--- src/sv/qph_pkg.sv ---
`timescale 1ns / 1ps
// ----------------------------------------------------------------------------
// qph_pkg
// Shared types and constants of the quadratic probing hash table.
// ----------------------------------------------------------------------------
package qph_pkg;

    localparam int SLOTS_DEF = 1024;
    localparam int KEY_W     = 31;
    localparam int VAL_W     = 32;
    localparam int SIZE_W    = 11;
    localparam int CNT_W     = 32;

    localparam logic [SIZE_W-1:0] TABLE_SIZE_RST = SIZE_W'(1024);

    localparam logic [1:0] MODE_INSERT = 2'd0;
    localparam logic [1:0] MODE_DELETE = 2'd1;
    localparam logic [1:0] MODE_LOOKUP = 2'd2;
    localparam logic [1:0] MODE_UNUSED = 2'd3;

    localparam logic [2:0] ST_NEW      = 3'd0;
    localparam logic [2:0] ST_UPDATED  = 3'd1;
    localparam logic [2:0] ST_FULL     = 3'd2;
    localparam logic [2:0] ST_DELETED  = 3'd3;
    localparam logic [2:0] ST_NOTFOUND = 3'd4;
    localparam logic [2:0] ST_FOUND    = 3'd5;
    localparam logic [2:0] ST_LIMIT    = 3'd6;

    typedef struct packed {
        logic             used;
        logic [KEY_W-1:0] key;
        logic [VAL_W-1:0] value;
    } slot_entry_t;

    typedef enum logic [2:0] {
        FSM_CLEAR,
        FSM_IDLE,
        FSM_HASH,
        FSM_READ,
        FSM_CHECK,
        FSM_DONE
    } fsm_state_t;

endpackage

--- src/sv/qph_mod_unit.sv ---
`timescale 1ns / 1ps
// ----------------------------------------------------------------------------
// qph_mod_unit
// Iterative remainder of a key by the active table size, four bits a cycle.
// ----------------------------------------------------------------------------
module qph_mod_unit
(
    input  logic                       clk,
    input  logic                       rst_n,
    input  logic                       start,
    input  logic [qph_pkg::KEY_W-1:0]  dividend,
    input  logic [qph_pkg::SIZE_W-1:0] divisor,
    output logic                       done,
    output logic [qph_pkg::SIZE_W-1:0] remainder
);
    import qph_pkg::*;

    logic              busy_reg, busy_next;
    logic              done_reg, done_next;
    logic [2:0]        cnt_reg, cnt_next;
    logic [31:0]       quo_reg, quo_next;
    logic [SIZE_W-1:0] rem_reg, rem_next;
    logic [SIZE_W-1:0] div_reg, div_next;
    logic [SIZE_W:0]   trial;

    always_comb
    begin
        busy_next = busy_reg;
        done_next = 1'b0;
        cnt_next  = cnt_reg;
        quo_next  = quo_reg;
        rem_next  = rem_reg;
        div_next  = div_reg;
        trial     = '0;
        if (start)
        begin
            busy_next = 1'b1;
            cnt_next  = '0;
            quo_next  = {1'b0, dividend};
            rem_next  = '0;
            div_next  = divisor;
        end
        else if (busy_reg)
        begin
            // four restoring steps per cycle
            for (int k = 0; k < 4; k++)
            begin
                trial = {rem_next, quo_next[31]};
                if (trial >= {1'b0, div_reg})
                    rem_next = SIZE_W'(trial - {1'b0, div_reg});
                else
                    rem_next = trial[SIZE_W-1:0];
                quo_next = {quo_next[30:0], 1'b0};
            end
            cnt_next = cnt_reg + 3'd1;
            if (cnt_reg == 3'd7)
            begin
                busy_next = 1'b0;
                done_next = 1'b1;
            end
        end
    end

    always_ff @(posedge clk or negedge rst_n)
    begin
        if (!rst_n)
        begin
            busy_reg <= 1'b0;
            done_reg <= 1'b0;
            cnt_reg  <= '0;
        end
        else
        begin
            busy_reg <= busy_next;
            done_reg <= done_next;
            cnt_reg  <= cnt_next;
        end
    end

    always_ff @(posedge clk)
    begin
        quo_reg <= quo_next;
        rem_reg <= rem_next;
        div_reg <= div_next;
    end

    assign done      = done_reg;
    assign remainder = rem_reg;

endmodule

--- config.mk ---
export PLATFORM = sky130hd
export DESIGN_NAME = qph_mod_unit
export DESIGN_NICKNAME = d
export VERILOG_FILES = /design/src/sv/qph_pkg.sv /design/src/sv/qph_mod_unit.sv
export SDC_FILE = /design/constraint.sdc
export NUM_CORES = 1
export LEC_CHECK = 0
export ABC_AREA = 0
export BUFFER_PORTS_ARGS = -buffer_cell sky130_fd_sc_hd__buf_4
export CORE_UTILIZATION = 40
export CTS_BUF_LIST = sky130_fd_sc_hd__clkbuf_16
export DETAILED_ROUTE_END_ITERATION = 12
export SETUP_SLACK_MARGIN = 0.05
export SLEW_MARGIN = 20
export SYNTH_ARGS = -nofsm -noshare
export SYNTH_HDL_FRONTEND = slang
export SYNTH_SLANG_ARGS = --single-unit
--- constraint.sdc ---
create_clock -name clk -period 28.1 [get_ports clk]
set_input_delay 2.81 -clock clk [delete_from_list [all_inputs] [get_ports clk]]
set_output_delay 2.81 -clock clk [all_outputs]
set_load 0.01 [all_outputs]
==> results.py <==
metrics = {
    "grt": {
        "antenna_found_initial": 0,
        "gr-usage-all-layers_pct": 20.6,
        "grt_pass1_wl_um": 20300,
        "pin_count_of_the_biggest_net_entering_global_routing": 60,
        "grt_pass1_vias": 3894,
        "grt-ovfl-total": 0,
    },
    "clock_network": {
        "htreeDepth": 3,
        "master_cell_of_the_clock_root_buffer": "clkbuf_16",
        "clk_path_buf_depth": 2,
        "cts.reportedPaths.clkPinSlew_ns": 0.06,
        "cts_tree": "yes",
        "post_cts_resized": 0,
        "tritoncts.num_buffers": 9,
        "clock_insertion_delay_worst_skew_ns": 0.33,
        "cts.repair_timing.setup_buffer_count": 0,
        "ctsHoldBuffers": 0,
        "tritoncts_num_sinks": 59,
    },
    "critical_path": {
        "r2r_slack_ns": 17.20,
        "path_class": "flop to flop",
        "worst_setup_path_end_kind": "flop",
        "worst-path-max-fanout": 18,
        "reg2reg_to": "remainder[7]",
        "slowest_delay_ns": 0.83,
        "cp_data_required_time_ns": 28.33,
        "endpoint": "remainder[7]",
        "setup.worst_path.start": "div_reg[6]",
        "cell_with_the_most_instances_on_the_worst_path": "ha_1",
        "crit-reg2reg-launch": "div_reg[6]",
        "worstRegToRegCells": 32,
        "arrival_ns": 11.13,
        "worst_path_max_delay_cell": "nor2_1",
        "worstSetupStartpointType": "flop",
    },
    "floorplanning": {
        "core.rowCount": 39,
        "floorplan.initialDensity_pct": 41.7,
        "core_area_mm2": 0.0116,
        "floorplan.die.height_um": 112,
        "die_w_um": 112,
        "num_io_pins": 57,
        "design.die.area_mm2": 0.0126,
    },
    "logic_synthesis": {
        "async_reset_ff_share_pct": 8.47,
        "edff_count_synth": 42,
        "synth.ff_latch_count": 59,
        "synth_fp_nets": 578,
        "synth_seq_area_share_pct": 33.6,
        "synthFlopType": "edfxtp_1",
        "synthDistinctLibCells": 63,
        "synth_warnings": 0,
        "synthesis.area_mm2": 0.00485,
        "syn_area_per_cell_um2": 10.0,
        "netlist_instances": 483,
    },
    "cells_and_area": {
        "utilization_after_layout_pct": 48.8,
        "nNetsFinal": 630,
        "num_antenna_cells": 0,
        "final_cell_count_without_fillers": 683,
        "filler_cell_count": 1064,
        "area_growth_pct": 16.8,
        "flip_flop_count_of_the_largest_register_all_copies_and_words_added": 32,
        "drive_gt1_share_pct": 25.6,
    },
    "placed_design": {
        "dp_cells": 667,
        "dpl.hpwl_um": 9590,
        "portBuffers": 56,
        "gp_routability_congestion": 0.956,
    },
    "min_path": {
        "worst_hold_path_type": "flop to flop",
    },
    "timing": {
        "min_period_ns": 10.90,
        "setup_violations": 0,
        "maxClockFrequency_mhz": 91.8,
        "final_max_slew_viol_count": 0,
        "slew_headroom_pct": 29.5,
        "grt_setup_unrepaired": "false",
        "worst-slew-pin-transition_ns": 1.05,
        "finalCritPeriodShare_pct": 38.8,
        "tns_ns": 0,
        "fin_skew_ns": 0.00848,
        "report.final.hold_viol_count": 0,
    },
    "routing": {
        "drc_errors": 2,
        "drt_pre_antenna_iters": 9,
        "routed-via-count": 3991,
        "via_per_inst": 5.84,
        "postRouteWirelength_um": 12400,
        "drt-initial-drc-count": 267,
        "antenna_left": 0,
        "avgRoutedWirePerCell_um": 18.1,
    },
    "outcome": {
        "violated_checks": "design-rule violations",
        "run_status": "finished, violations left",
    },
    "job": {
        "drv_cap": 0,
    },
}
[cell families (layout without fill, tap and decap cells)]
group           Yosys count  in the layout  share of synthesized area [%]
fa+ha+maj                50             50                           13.5
compound gates          109            109                           16.5
simple gates            131            131                           13.8
buf+inv                  47            104                           4.03
xor+xnor                 27             27                           4.88
mux                      60             60                           13.7
flops                    59             59                           33.6
[layout make-up]
| cell class | count | area, um2 | share of cell area (%) |
|---|---|---|---|
| multi-input combinational | 377 | 3030 | 53.6 |
| sequential | 59 | 1630 | 28.7 |
| timing repair buffer | 56 | 420 | 7.43 |
| clock buffer | 9 | 225 | 3.98 |
| tap | 143 | 179 | 3.16 |
| inverter | 32 | 120 | 2.12 |
| clock inverter | 7 | 57.6 | 1.02 |
[Yosys cell counts (all sizes together), types with 12 or more instances]
cell    count  area share [%]
mux2       52              12
ha         46              12
nor2       44             3.4
edfxtp     42              26
inv        32             2.5
a21oi      21             2.2
o21ai      20             2.1
nand2      18             1.4
xnor2      17             3.1
nand3      16             1.8
a21o       12             1.9
dfxtp      12             5.0
[worst max-delay path, delay by kind of cell, from the launching register on]
family,cells,cell delay (ns)
AOI/OAI and AO/OA,17,4.29
adders and majority gates,4,1.57
buffers and inverters,1,0.28
DFF,1,0.36
muxes,3,1.14
and+or+nand+nor,7,3.15
[metal layers]
layer,part of all wire [%],up-vias,GRT usage (%)
met5,0,-,0
met4,1.6,0,5.96
met3,5.6,21,3.94
met1,46,1887,28.0
li1,-,1933,-
met2,46,150,33.4
[placed cells by master (no fill, tap or decap), types with 9 or more instances in the layout]
master | Yosys | routed
ha_1 | 46 | 46
a21oi_1 | 21 | 21
buf_4 | 0 | 56
edfxtp_1 | 42 | 42
inv_1 | 32 | 31
a311oi_1 | 11 | 11
mux2_2 | 52 | 52
nand2_1 | 18 | 18
xnor2_1 | 17 | 17
nand3_1 | 15 | 15
xor2_1 | 10 | 10
dfxtp_1 | 12 | 12
o21ai_0 | 18 | 18
clkbuf_16 | 0 | 9
nor2_1 | 44 | 44
a21o_1 | 12 | 12
[metrics by stage]
step / cell area (um2) / hold WS (ns) / setup WS (ns)
6_report: 5660 / 0.486 / 17.20
5_1_grt: 5660 / 0.539 / 16.47
4_1_cts: 5650 / 0.499 / 16.98
3_5_place_dp: 5370 / 0.488 / 17.00
3_3_place_gp: 5370 / 0.469 / 17.29
2_1_floorplan: 4850 / 0.456 / 19.03
[how the worst min path moves through the flow]
| stage | startpoint | to | slack [ns] | depth (start not counted) |
|---|---|---|---|---|
| 2_1_floorplan | quo_reg[27] | quo_reg[31] | 0.46 | 2 |
| 3_3_place_gp | quo_reg[27] | quo_reg[31] | 0.47 | 2 |
| 3_5_place_dp | quo_reg[27] | quo_reg[31] | 0.49 | 2 |
| 4_1_cts | quo_reg[27] | quo_reg[31] | 0.50 | 2 |
| 5_1_grt | quo_reg[27] | quo_reg[31] | 0.54 | 2 |
| 6_report | quo_reg[27] | quo_reg[31] | 0.49 | 2 |
Power is left out: the tool's default activity adds up to more than one toggle a clock period on the data nets, which glitch-free logic cannot reach.
